$ cat src/rtl/crcfd_pkg.sv
// Shared constants, types and the byte-wise CRC-32 update for the frame decoder.
`default_nettype none

package crcfd_pkg;

   // Header layout: nonce bytes, then the captured little-endian CRC.
   localparam int unsigned NonceBytes  = 16;
   localparam int unsigned CrcBytes    = 4;
   localparam int unsigned HeaderBytes = NonceBytes + CrcBytes;

   // CRC-32 (IEEE), reflected form.
   localparam logic [31:0] CRC_POLY     = 32'hEDB8_8320;
   localparam logic [31:0] CRC_ALL_ONES = 32'hFFFF_FFFF;

   // Header position counter width; it saturates at the header length.
   localparam int unsigned PosWidth = 5;
   localparam logic [PosWidth-1:0] POS_NONCE_END  = PosWidth'(NonceBytes);
   localparam logic [PosWidth-1:0] POS_HEADER_END = PosWidth'(HeaderBytes);

   // End-of-packet status codes.
   localparam logic [1:0] STATUS_OK       = 2'd0;
   localparam logic [1:0] STATUS_MISMATCH = 2'd1;
   localparam logic [1:0] STATUS_SHORT    = 2'd2;

   // One result as produced by the frame tracker for the current byte.
   typedef struct packed {
      logic       emit;
      logic [7:0] payload_byte;
      logic       byte_valid;
      logic       end_of_packet;
      logic [1:0] status;
   } result_type;

   // Fold one byte into a reflected CRC register, one bit per step.
   function automatic logic [31:0] crc_feed(input logic [31:0] crc, input logic [7:0] data);
      logic [31:0] c;
      c = crc ^ {24'd0, data};
      for (int k = 0; k < 8; k++) begin
         c = c[0] ? (CRC_POLY ^ (c >> 1)) : (c >> 1);
      end
      return c;
   endfunction

endpackage

`default_nettype wire

$ cat src/rtl/crcfd_frame_tracker.sv
// Per-packet header tracking, CRC accumulation and result formation.
`default_nettype none

module crcfd_frame_tracker
   import crcfd_pkg::*;
(
   input  wire logic       clock,
   input  wire logic       reset,
   input  wire logic       step_en,         // a byte is transferred this cycle
   input  wire logic       header_enabled,
   input  wire logic [7:0] data_byte,
   input  wire logic       last,
   output result_type      result           // result for the byte now presented
);

   logic [PosWidth-1:0] pos_ff, pos_in;
   logic [31:0]         exp_crc_ff, exp_crc_in;
   logic [31:0]         run_crc_ff, run_crc_in;

   logic        in_nonce;
   logic        in_crc_field;
   logic        is_payload;
   logic [31:0] crc_fed;
   logic [1:0]  end_status;

   assign in_nonce     = pos_ff < POS_NONCE_END;
   assign in_crc_field = !in_nonce && (pos_ff < POS_HEADER_END);
   assign is_payload   = !in_nonce && !in_crc_field;
   assign crc_fed      = crc_feed(run_crc_ff, data_byte);

   // Header state after this byte, before any end-of-packet restart.
   always_comb begin
      pos_in     = pos_ff;
      exp_crc_in = exp_crc_ff;
      run_crc_in = run_crc_ff;
      if (header_enabled) begin
         if (!is_payload) begin
            pos_in = pos_ff + PosWidth'(1);
         end
         if (in_crc_field) begin
            exp_crc_in[{pos_ff[1:0], 3'b000} +: 8] = data_byte;
         end
         if (is_payload) begin
            run_crc_in = crc_fed;
         end
      end
   end

   // Status at packet end, judged on the state that includes this byte.
   always_comb begin
      if (pos_in < POS_HEADER_END) begin
         end_status = STATUS_SHORT;
      end else if ((run_crc_in ^ CRC_ALL_ONES) != exp_crc_in) begin
         end_status = STATUS_MISMATCH;
      end else begin
         end_status = STATUS_OK;
      end
   end

   // Result for the current byte.
   always_comb begin
      if (!header_enabled) begin
         result.emit          = 1'b1;
         result.payload_byte  = data_byte;
         result.byte_valid    = 1'b1;
         result.end_of_packet = last;
         result.status        = STATUS_OK;
      end else begin
         result.emit          = is_payload || last;
         result.payload_byte  = is_payload ? data_byte : 8'd0;
         result.byte_valid    = is_payload;
         result.end_of_packet = last;
         result.status        = last ? end_status : STATUS_OK;
      end
   end

   // Packet state registers; any last byte restarts the packet.
   always_ff @(posedge clock) begin
      if (reset) begin
         pos_ff     <= '0;
         exp_crc_ff <= '0;
         run_crc_ff <= CRC_ALL_ONES;
      end else if (step_en) begin
         if (last) begin
            pos_ff     <= '0;
            exp_crc_ff <= '0;
            run_crc_ff <= CRC_ALL_ONES;
         end else begin
            pos_ff     <= pos_in;
            exp_crc_ff <= exp_crc_in;
            run_crc_ff <= run_crc_in;
         end
      end
   end

endmodule

`default_nettype wire

$ cat src/rtl/crc32_checked_frame_decoder_core.sv
// Top level of the CRC-32 checked frame decoder: handshakes and result register.
//
//   Channel  Direction  Handshake               Contents
//   req_     in         req_tvalid/req_tready   one packet byte, tlast on final byte
//   rsp_     out        rsp_tvalid/rsp_tready   payload byte, byte flag, status, tlast
//   csr_     in         csr_valid/csr_ready     header_enabled mode bit
//
// One byte is accepted per cycle, except that a stalled result holds the input back
// only while the result register stays full. A byte's result is registered and
// shows in the next cycle. The byte-wise CRC update and the compare sit between the
// packet state and the result register. Header bytes that are not the last byte give
// no result. Reset is synchronous and sets header mode and a fresh packet.
`default_nettype none

module crc32_checked_frame_decoder_core
   import crcfd_pkg::*;
(
   input  wire logic       clock,
   input  wire logic       reset,

   input  wire logic       req_tvalid,
   output logic            req_tready,
   input  wire logic [7:0] req_tdata,   // [7:0] data_byte
   input  wire logic       req_tlast,   // last

   output logic            rsp_tvalid,
   input  wire logic       rsp_tready,
   output logic [7:0]      rsp_tdata,   // [7:0] payload_byte
   output logic [2:0]      rsp_tuser,   // [0] byte_valid, [2:1] status
   output logic            rsp_tlast,   // end_of_packet

   input  wire logic       csr_valid,
   output logic            csr_ready,
   input  wire logic       csr_wdata    // header_enabled
);

   logic       header_enabled_ff;
   logic       rsp_valid_ff, rsp_valid_in;
   logic [7:0] rsp_data_ff;
   logic [2:0] rsp_user_ff;
   logic       rsp_last_ff;

   logic       req_xfer;
   result_type result;

   // Mode register; writes are taken at any time.
   assign csr_ready = 1'b1;

   always_ff @(posedge clock) begin
      if (reset) begin
         header_enabled_ff <= 1'b1;
      end else if (csr_valid && csr_ready) begin
         header_enabled_ff <= csr_wdata;
      end
   end

   // Input is taken whenever the result register is empty or being drained.
   assign req_tready = !rsp_valid_ff || rsp_tready;
   assign req_xfer   = req_tvalid && req_tready;

   crcfd_frame_tracker u_tracker (
      .clock          (clock),
      .reset          (reset),
      .step_en        (req_xfer),
      .header_enabled (header_enabled_ff),
      .data_byte      (req_tdata),
      .last           (req_tlast),
      .result         (result)
   );

   // Result register occupancy.
   always_comb begin
      rsp_valid_in = rsp_valid_ff;
      if (req_xfer) begin
         rsp_valid_in = result.emit;
      end else if (rsp_tready) begin
         rsp_valid_in = 1'b0;
      end
   end

   always_ff @(posedge clock) begin
      if (reset) begin
         rsp_valid_ff <= 1'b0;
      end else begin
         rsp_valid_ff <= rsp_valid_in;
      end
   end

   // Result payload is loaded on every transfer that produces a result.
   always_ff @(posedge clock) begin
      if (req_xfer && result.emit) begin
         rsp_data_ff <= result.payload_byte;
         rsp_user_ff <= {result.status, result.byte_valid};
         rsp_last_ff <= result.end_of_packet;
      end
   end

   assign rsp_tvalid = rsp_valid_ff;
   assign rsp_tdata  = rsp_data_ff;
   assign rsp_tuser  = rsp_user_ff;
   assign rsp_tlast  = rsp_last_ff;

endmodule

`default_nettype wire
$ cat config.mk
export PLATFORM = sky130hd
export DESIGN_NAME = crc32_checked_frame_decoder_core
export DESIGN_NICKNAME = d
export VERILOG_FILES = /design/src/rtl/crcfd_pkg.sv /design/src/rtl/crcfd_frame_tracker.sv /design/src/rtl/crc32_checked_frame_decoder_core.sv
export SDC_FILE = /design/constraint.sdc
export NUM_CORES = 1
export LEC_CHECK = 0
export BUFFER_PORTS_ARGS = -buffer_cell sky130_fd_sc_hd__buf_2
export CAP_MARGIN = 10
export CORE_MARGIN = 2
export CORE_UTILIZATION = 56
export CTS_CLUSTER_SIZE = 8
export DETAILED_ROUTE_END_ITERATION = 6
export PLACE_DENSITY = 0.87
export SLEW_MARGIN = 20
export SYNTH_ARGS = -nofsm -noshare
export SYNTH_HDL_FRONTEND = slang
export SYNTH_SLANG_ARGS = --single-unit
$ cat constraint.sdc
create_clock -name clock -period 3.7 [get_ports clock]
set_clock_uncertainty 0.15 [all_clocks]
set_input_delay 0.74 -clock clock [delete_from_list [all_inputs] [get_ports clock]]
set_output_delay 0.74 -clock clock [all_outputs]
set_load 0.01 [all_outputs]
## After elaboration in Yosys (flattened, before gate mapping)

Cells that the tools add are included.
Widths: inputs -> output; s select.

| operators by class | value |
|---|---|
| add/sub/neg operators | 2 |
| magnitude comparators | 3 |
| equality and inequality tests | 1 |
| shift-type cells | 2 |
| muxes and demuxes | 25 |
| bitwise operators | 12 |
| reductions and logical operators | 12 |

Operators by type and width:

| cell | number |
|---|---|
| $mux 32 | 14 |
| $not 13->14 | 8 |
| $bwmux 32 | 1 |
| $ne 32x32->1 | 1 |
| $not 32->32 | 1 |
| $shift 8x7->32 const A | 1 |
| $shiftx 8x7->32 | 1 |
| $xor 32x8->32 | 1 |
| $lt 5x5->1 const B | 3 |
| $mux 5 | 3 |
| $mux 13 | 1 |
| $mux 8 | 1 |
| $neg 5->7 | 1 |
| $add 5x1->5 const B | 1 |
| $logic_and 1x1->1 | 4 |
| $mux 2 | 2 |
| $logic_not 1->1 | 3 |
| $mux 1 | 3 |
| $reduce_or 3->1 | 1 |
| $logic_or 1x1->1 | 2 |
| $not 1->1 | 2 |
| $reduce_and 2->1 | 1 |
| $reduce_bool 2->1 | 1 |

| word-level totals | value |
|---|---|
| bits in registers | 83 |
| output and inout port bits | 15 |
| word-level logic and storage cells | 67 |

## Depth between registers and ports, before layout

| depth | value |
|---|---|
| depth in word-level cells | 26 |
| depth in mapped cells | 12 |
| mapped depth without buffers | 10 |

## Modules after synthesis

From an unflattened synthesis, not the netlist that was laid out.

| second synthesis, totals | value |
|---|---|
| cell total of the unflattened synthesis | 632 |
| area, all modules | 5721.7 um^2 |

Modules (own cells, without submodules):

| module | instances | cells each | area an instance (um^2) |
|---|---|---|---|
| crcfd_frame_tracker | 1 | 609 | 5260.0 |
| crc32_checked_frame_decoder_core | 1 | 23 | 461.7 |

## Least setup slack after synthesis

Ideal clock, no wire load.

| timing | value |
|---|---|
| kind | reg2reg |
| start | register u_tracker.pos_ff[0] |
| end | register rsp_user_ff[1], in the netlist rsp_tuser[1], data pin |
| arrival | 3.039 ns |
| path slack | 0.246 ns |
| cell stages (with the launch flop) | 13 |
| cell sequence | dfxtp_1 clkbuf_1 inv_2 ha_1 clkbuf_1 nor4bb_1 nand2_1 o21ai_1 xor2_1 a2111oi_0 a22oi_2 nor4_1 a21oi_1 |

| on the way | value |
|---|---|
| longest elaborated chain between the ends | 10 |
| elaborated cells between the ends (all ways) | 22 |

Ends and longest elaborated chain:

| element | RTL line | text |
|---|---|---|
| start, declared | crcfd_frame_tracker.sv:16 | `logic [PosWidth-1:0] pos_ff, pos_in;` |
| start signal, assigned | crcfd_frame_tracker.sv:89 | `pos_ff <= pos_in;` |
| parallel branches: the longest is 10 deep, another holds $neg 5->7 | - |  |
| end signal, assigned | crc32_checked_frame_decoder_core.sv:93 | `rsp_user_ff <= {result.status, result.byte_valid};` |
| end, declared | crc32_checked_frame_decoder_core.sv:40 | `logic [2:0] rsp_user_ff;` |

Parallel ways; which one is timed is not known.
A chain may end at the register's enable or synchronous reset.

## Worst setup path after layout

| timing | value |
|---|---|
| start | register u_tracker.pos_ff[3] |
| end | register rsp_user_ff[1], in the netlist rsp_tuser[1], data pin |

| on the way | value |
|---|---|
| longest elaborated chain between the ends | 10 |
| elaborated cells between the ends (all ways) | 18 |

Ends and longest elaborated chain:

| element |
|---|
| parallel branches: the longest is 10 deep, another holds $lt 5x5->1 |

Parallel ways; which one is timed is not known.

==> metrics.log <==
INFO  metric timing.slew.headroom = 53.66%
INFO  metric p_int = 0.001430 W
INFO  metric timing.critical_path.required = 3670 ps
INFO  metric design.die.area = 10730 um2
INFO  metric design.core.area = 9684 um2
INFO  metric hold_critical_path_depth = 2
INFO  metric detail_route.vias_per_cell = 6.120
INFO  metric grt_overflow = 0
INFO  metric synth-simple-area-share = 19.52%
INFO  metric rsz_0062_raised_after_global_routing = false
INFO  metric reg2regPathDepth = 9
INFO  metric proportion_of_synthesized_chip_area_in_sequential_cells = 32.09%
INFO  metric p_seq_share = 45.1%
INFO  metric length_of_routed_met2_wiring = 7761 um
INFO  metric highest_routed_layer = met4
INFO  metric min_period = roughly 3600 ps
INFO  metric timing_worst_slew_pin_value = 687.8 ps
INFO  metric cts_htree_levels = 3
INFO  metric maxSlewViolCount = 0
INFO  metric combPwrFrac = a little over a fifth
INFO  metric areaGrowthSynthToFinish = 11.09%
INFO  metric holdCritPathClass = reg2reg
INFO  metric netSwitchingPower = 0.0006261 W
INFO  metric syn_area = 5552 um2
INFO  metric cp_startpoint_kind = flop
INFO  metric insertedDiodeCount = 0
INFO  metric grt_start_max_net_pins = 37
INFO  metric clk_latency = ~380 ps
INFO  metric synthDistinctLibCells = between 70 and 80
INFO  metric layout-drive-gt1-share = between 10% and 20%
INFO  metric max_cap_violations = 0
INFO  metric cts.sinks = 83
INFO  metric initial_core_util = a little under three fifths
INFO  metric avgRoutedWirePerCell = 21.46 um
INFO  metric grt_first_pass_wirelength = 26330 um
INFO  metric global_route.usage.total = between 30% and 40%
INFO  metric synth_fp_nets = 642
INFO  metric xor_xnor_portion_of_the_synthesized_cell_area = 23.03%
INFO  metric path_class = reg2reg
INFO  metric totalNegativeSetupSlack = 0 ps
INFO  metric achievable-frequency = between 200 and 300 MHz
INFO  metric maximum_vdd_drop = 0.1871 mV
INFO  metric postSynthRegisterBits = 83
INFO  metric synth.yosys.warnings = 0
INFO  metric synth.avg_cell_area = between 8 and 9 um2
INFO  metric run_status = finished, final reports clean
INFO  metric count_of_standard_cell_rows = 36
INFO  metric drt_first_iter_violations = 564
INFO  metric numPortBuffers = 28
INFO  metric nets = 680
INFO  metric hpwl = 12770 um
INFO  metric power_leakage = 2.370 nW
INFO  metric setup-violations-final = 0
INFO  metric synth.mux.area_fraction = about 1.9%
INFO  metric fill_cells = 830
INFO  metric power_frac_clock = 33.6%
INFO  metric asyncSetResetFlopFracSynth = 0%
INFO  metric timing.critical_path.fanout_max = 16
INFO  metric post-route-period-util = 96.48%
INFO  metric route.final.wire_length = 17100 um
INFO  metric first_pass_iters = 5
INFO  metric synth-edff-count = 12
INFO  metric routed_metal_1_wire_length = 7156 um
INFO  metric dieHeight = about 100 um
INFO  metric clock_path_buffers = 2
INFO  metric highest_count_cells_in_the_layout_ignoring_fill_and_taps = dfxtp_1, nor2_1, xnor2_1
INFO  metric antenna_violation_net_count_after_detailed_routing = 0
INFO  metric fraction_of_the_mapped_netlist_area_in_adder_cells = around 1.4%
INFO  metric area_fraction_in_compound_gates_after_synthesis = ~18%
INFO  metric layout_commonest_cell = dfxtp_1
INFO  metric antenna_found_initial = 0
INFO  metric switching_share = between 30% and 40%
INFO  metric postSynth.topFlopCell = dfxtp_1
INFO  metric dr_wl_met3 = 1579 um
INFO  metric clkTransAtPathRegs = 100 ps
INFO  metric synthesis.instances = 621
INFO  metric finalHoldViolations = 0
INFO  metric route.vias.total = between 4000 and 5000
INFO  metric cellPowerDensity = 333.4 nW/um2
INFO  metric num_io_pins = 30
INFO  metric die_width = 103.6 um
INFO  metric numCtsBuffers = 9
INFO  metric clk_root_buffer_cell = clkbuf_8
INFO  metric remaining_drc_errors = 0
INFO  metric gpl.final_weighted_congestion = between 1 and 1.5
INFO  metric timing.critical_path.to_type = flop
INFO  metric fin_worst_hold_slack = 348.8 ps
INFO  metric tritoncts = yes
INFO  metric worst-endpoint-arrival = 3540 ps
INFO  metric grt_pass1_vias = 4432
INFO  metric cts.hold.buffers_added = 0
INFO  metric largest_family_of_logic_cells_by_synthesized_area = XOR/XNOR gates
[registers in the layout, indices dropped and copies added (netlist names)]
register / flops
u_tracker.run_crc_ff: 32
rsp_tlast: 1
rsp_tuser: 3
u_tracker.exp_crc_ff: 32
u_tracker.pos_ff: 5
rsp_tdata: 8
header_enabled_ff: 1
rsp_tvalid: 1
[kinds of logic (layout without fill, tap and decap cells)]
family / count (synthesis) / in the layout
adder cells (fa/ha/maj): 6 / 6
XOR/XNOR: 106 / 106
buffers and inverters: 52 / 95
other: 1 / 1
AND/OR/NAND/NOR: 210 / 210
flip-flops: 83 / 83
multiplexers: 10 / 10
AO/OA/AOI/OAI: 153 / 153
[worst paths after layout]
check	slack, ps	endpoint	start
worst min-delay path	350	u_tracker.exp_crc_ff[9]$_SDFFE_PP0P_	u_tracker.exp_crc_ff[9]$_SDFFE_PP0P_
worst max-delay path	130	rsp_tuser[1]$_SDFFCE_PP0P_	u_tracker.pos_ff[3]$_SDFFE_PP0P_
worst max register to register	130	rsp_tuser[1]$_SDFFCE_PP0P_	u_tracker.pos_ff[3]$_SDFFE_PP0P_
worst min register to register	350	u_tracker.exp_crc_ff[9]$_SDFFE_PP0P_	u_tracker.exp_crc_ff[9]$_SDFFE_PP0P_
[cell usage after synthesis (3+ instances only)]
cell	n	share of area, %
buf_2	6	0.54
mux2i_1	7	1.3
xnor2_2	8	2.3
nand3_1	3	0.27
a31oi_1	3	0.34
ha_1	6	1.4
dfxtp_1	71	26
o22ai_1	21	2.4
and2_1	10	1.1
or3_1	3	0.34
nor2_1	65	4.4
nor2b_1	3	0.34
xnor3_2	6	2.6
buf_1	3	0.20
a21o_1	4	0.54
nor4_1	6	0.68
a22oi_1	24	3.2
o211ai_1	3	0.41
xnor3_1	8	3.2
nor4b_1	3	0.47
xnor2_1	52	8.2
or2_2	6	0.68
nor3_1	9	0.81
nand2b_1	23	2.6
clkbuf_1	23	1.6
nand4_1	18	2.0
a21bo_2	4	0.72
edfxtp_1	12	6.5
or2_1	8	0.90
o21ai_1	12	1.1
buf_4	5	0.68
o21ai_0	25	2.3
a21boi_1	9	1.2
xor2_1	27	4.3
a21oi_1	28	2.5
inv_1	13	0.88
nand2_1	41	2.8
[metrics by stage]
| stage | area [um2] | power (W) | util, % | cells | worst slack, ps |
|---|---|---|---|---|---|
| floorplan | 5552 | 0.001247 | - | 621 | 245.7 |
| global placement | 5963 | 0.001372 | 61.58 | 781 | 37.55 |
| detailed placement | 5963 | 0.001374 | 61.58 | 781 | 38.08 |
| CTS | 6165 | 0.002046 | 63.66 | 797 | 168.2 |
| global route | 6167 | 0.002116 | 63.68 | 797 | 82.09 |
| finish | 6167 | 0.002056 | 63.68 | 797 | 130.1 |
[final cells by class]
type	instances	area, um2	share of cell area (%)
Multi-Input combinational cell	486	3551	57.58
Sequential cell	83	1782	28.89
Timing Repair Buffer	64	410.4	6.655
Tap cell	133	166.4	2.698
Clock buffer	9	123.9	2.009
Clock inverter	7	77.57	1.258
Inverter	15	56.30	0.9130
[per-layer routing]
| layer | up-vias | global-route usage, % |
|---|---|---|
| li1 | 2265 | - |
| met5 | - | 0 |
| met2 | 294 | 50.61 |
| met1 | 2276 | 44.64 |
| met3 | 43 | 4.594 |
| met4 | 0 | 13.32 |
[worst max-delay path, cell delays in order (launching register included)]
cell and delay, ps:
dfxtp_1 470, and4bb_2 370, buf_4 220, and2_1 260, o21ai_0 590, xnor2_1 210
mux2i_1 320, a21oi_1 120, nor4_1 450, a21oi_1 130
[power groups by stage]
stage / combinational (W) / clock [W] / sequential (W)
detailed placement: 0.000425 / 0 / 0.000949
global route: 0.000461 / 0.000727 / 0.000928
finish: 0.000438 / 0.000690 / 0.000928
floorplan: 0.000294 / 0 / 0.000953
CTS: 0.000428 / 0.000690 / 0.000927
global placement: 0.000424 / 0 / 0.000948
[repair_timing]
| item | in CTS | in global routing |
|---|---|---|
| endpoints found under the hold margin | 0 | 0 |
| endpoints found under the setup margin | 0 | 1 |
| setup buffers | 0 | 0 |
| gates resized for setup | 0 | 1 |
(Power assumes the default switching activity.)
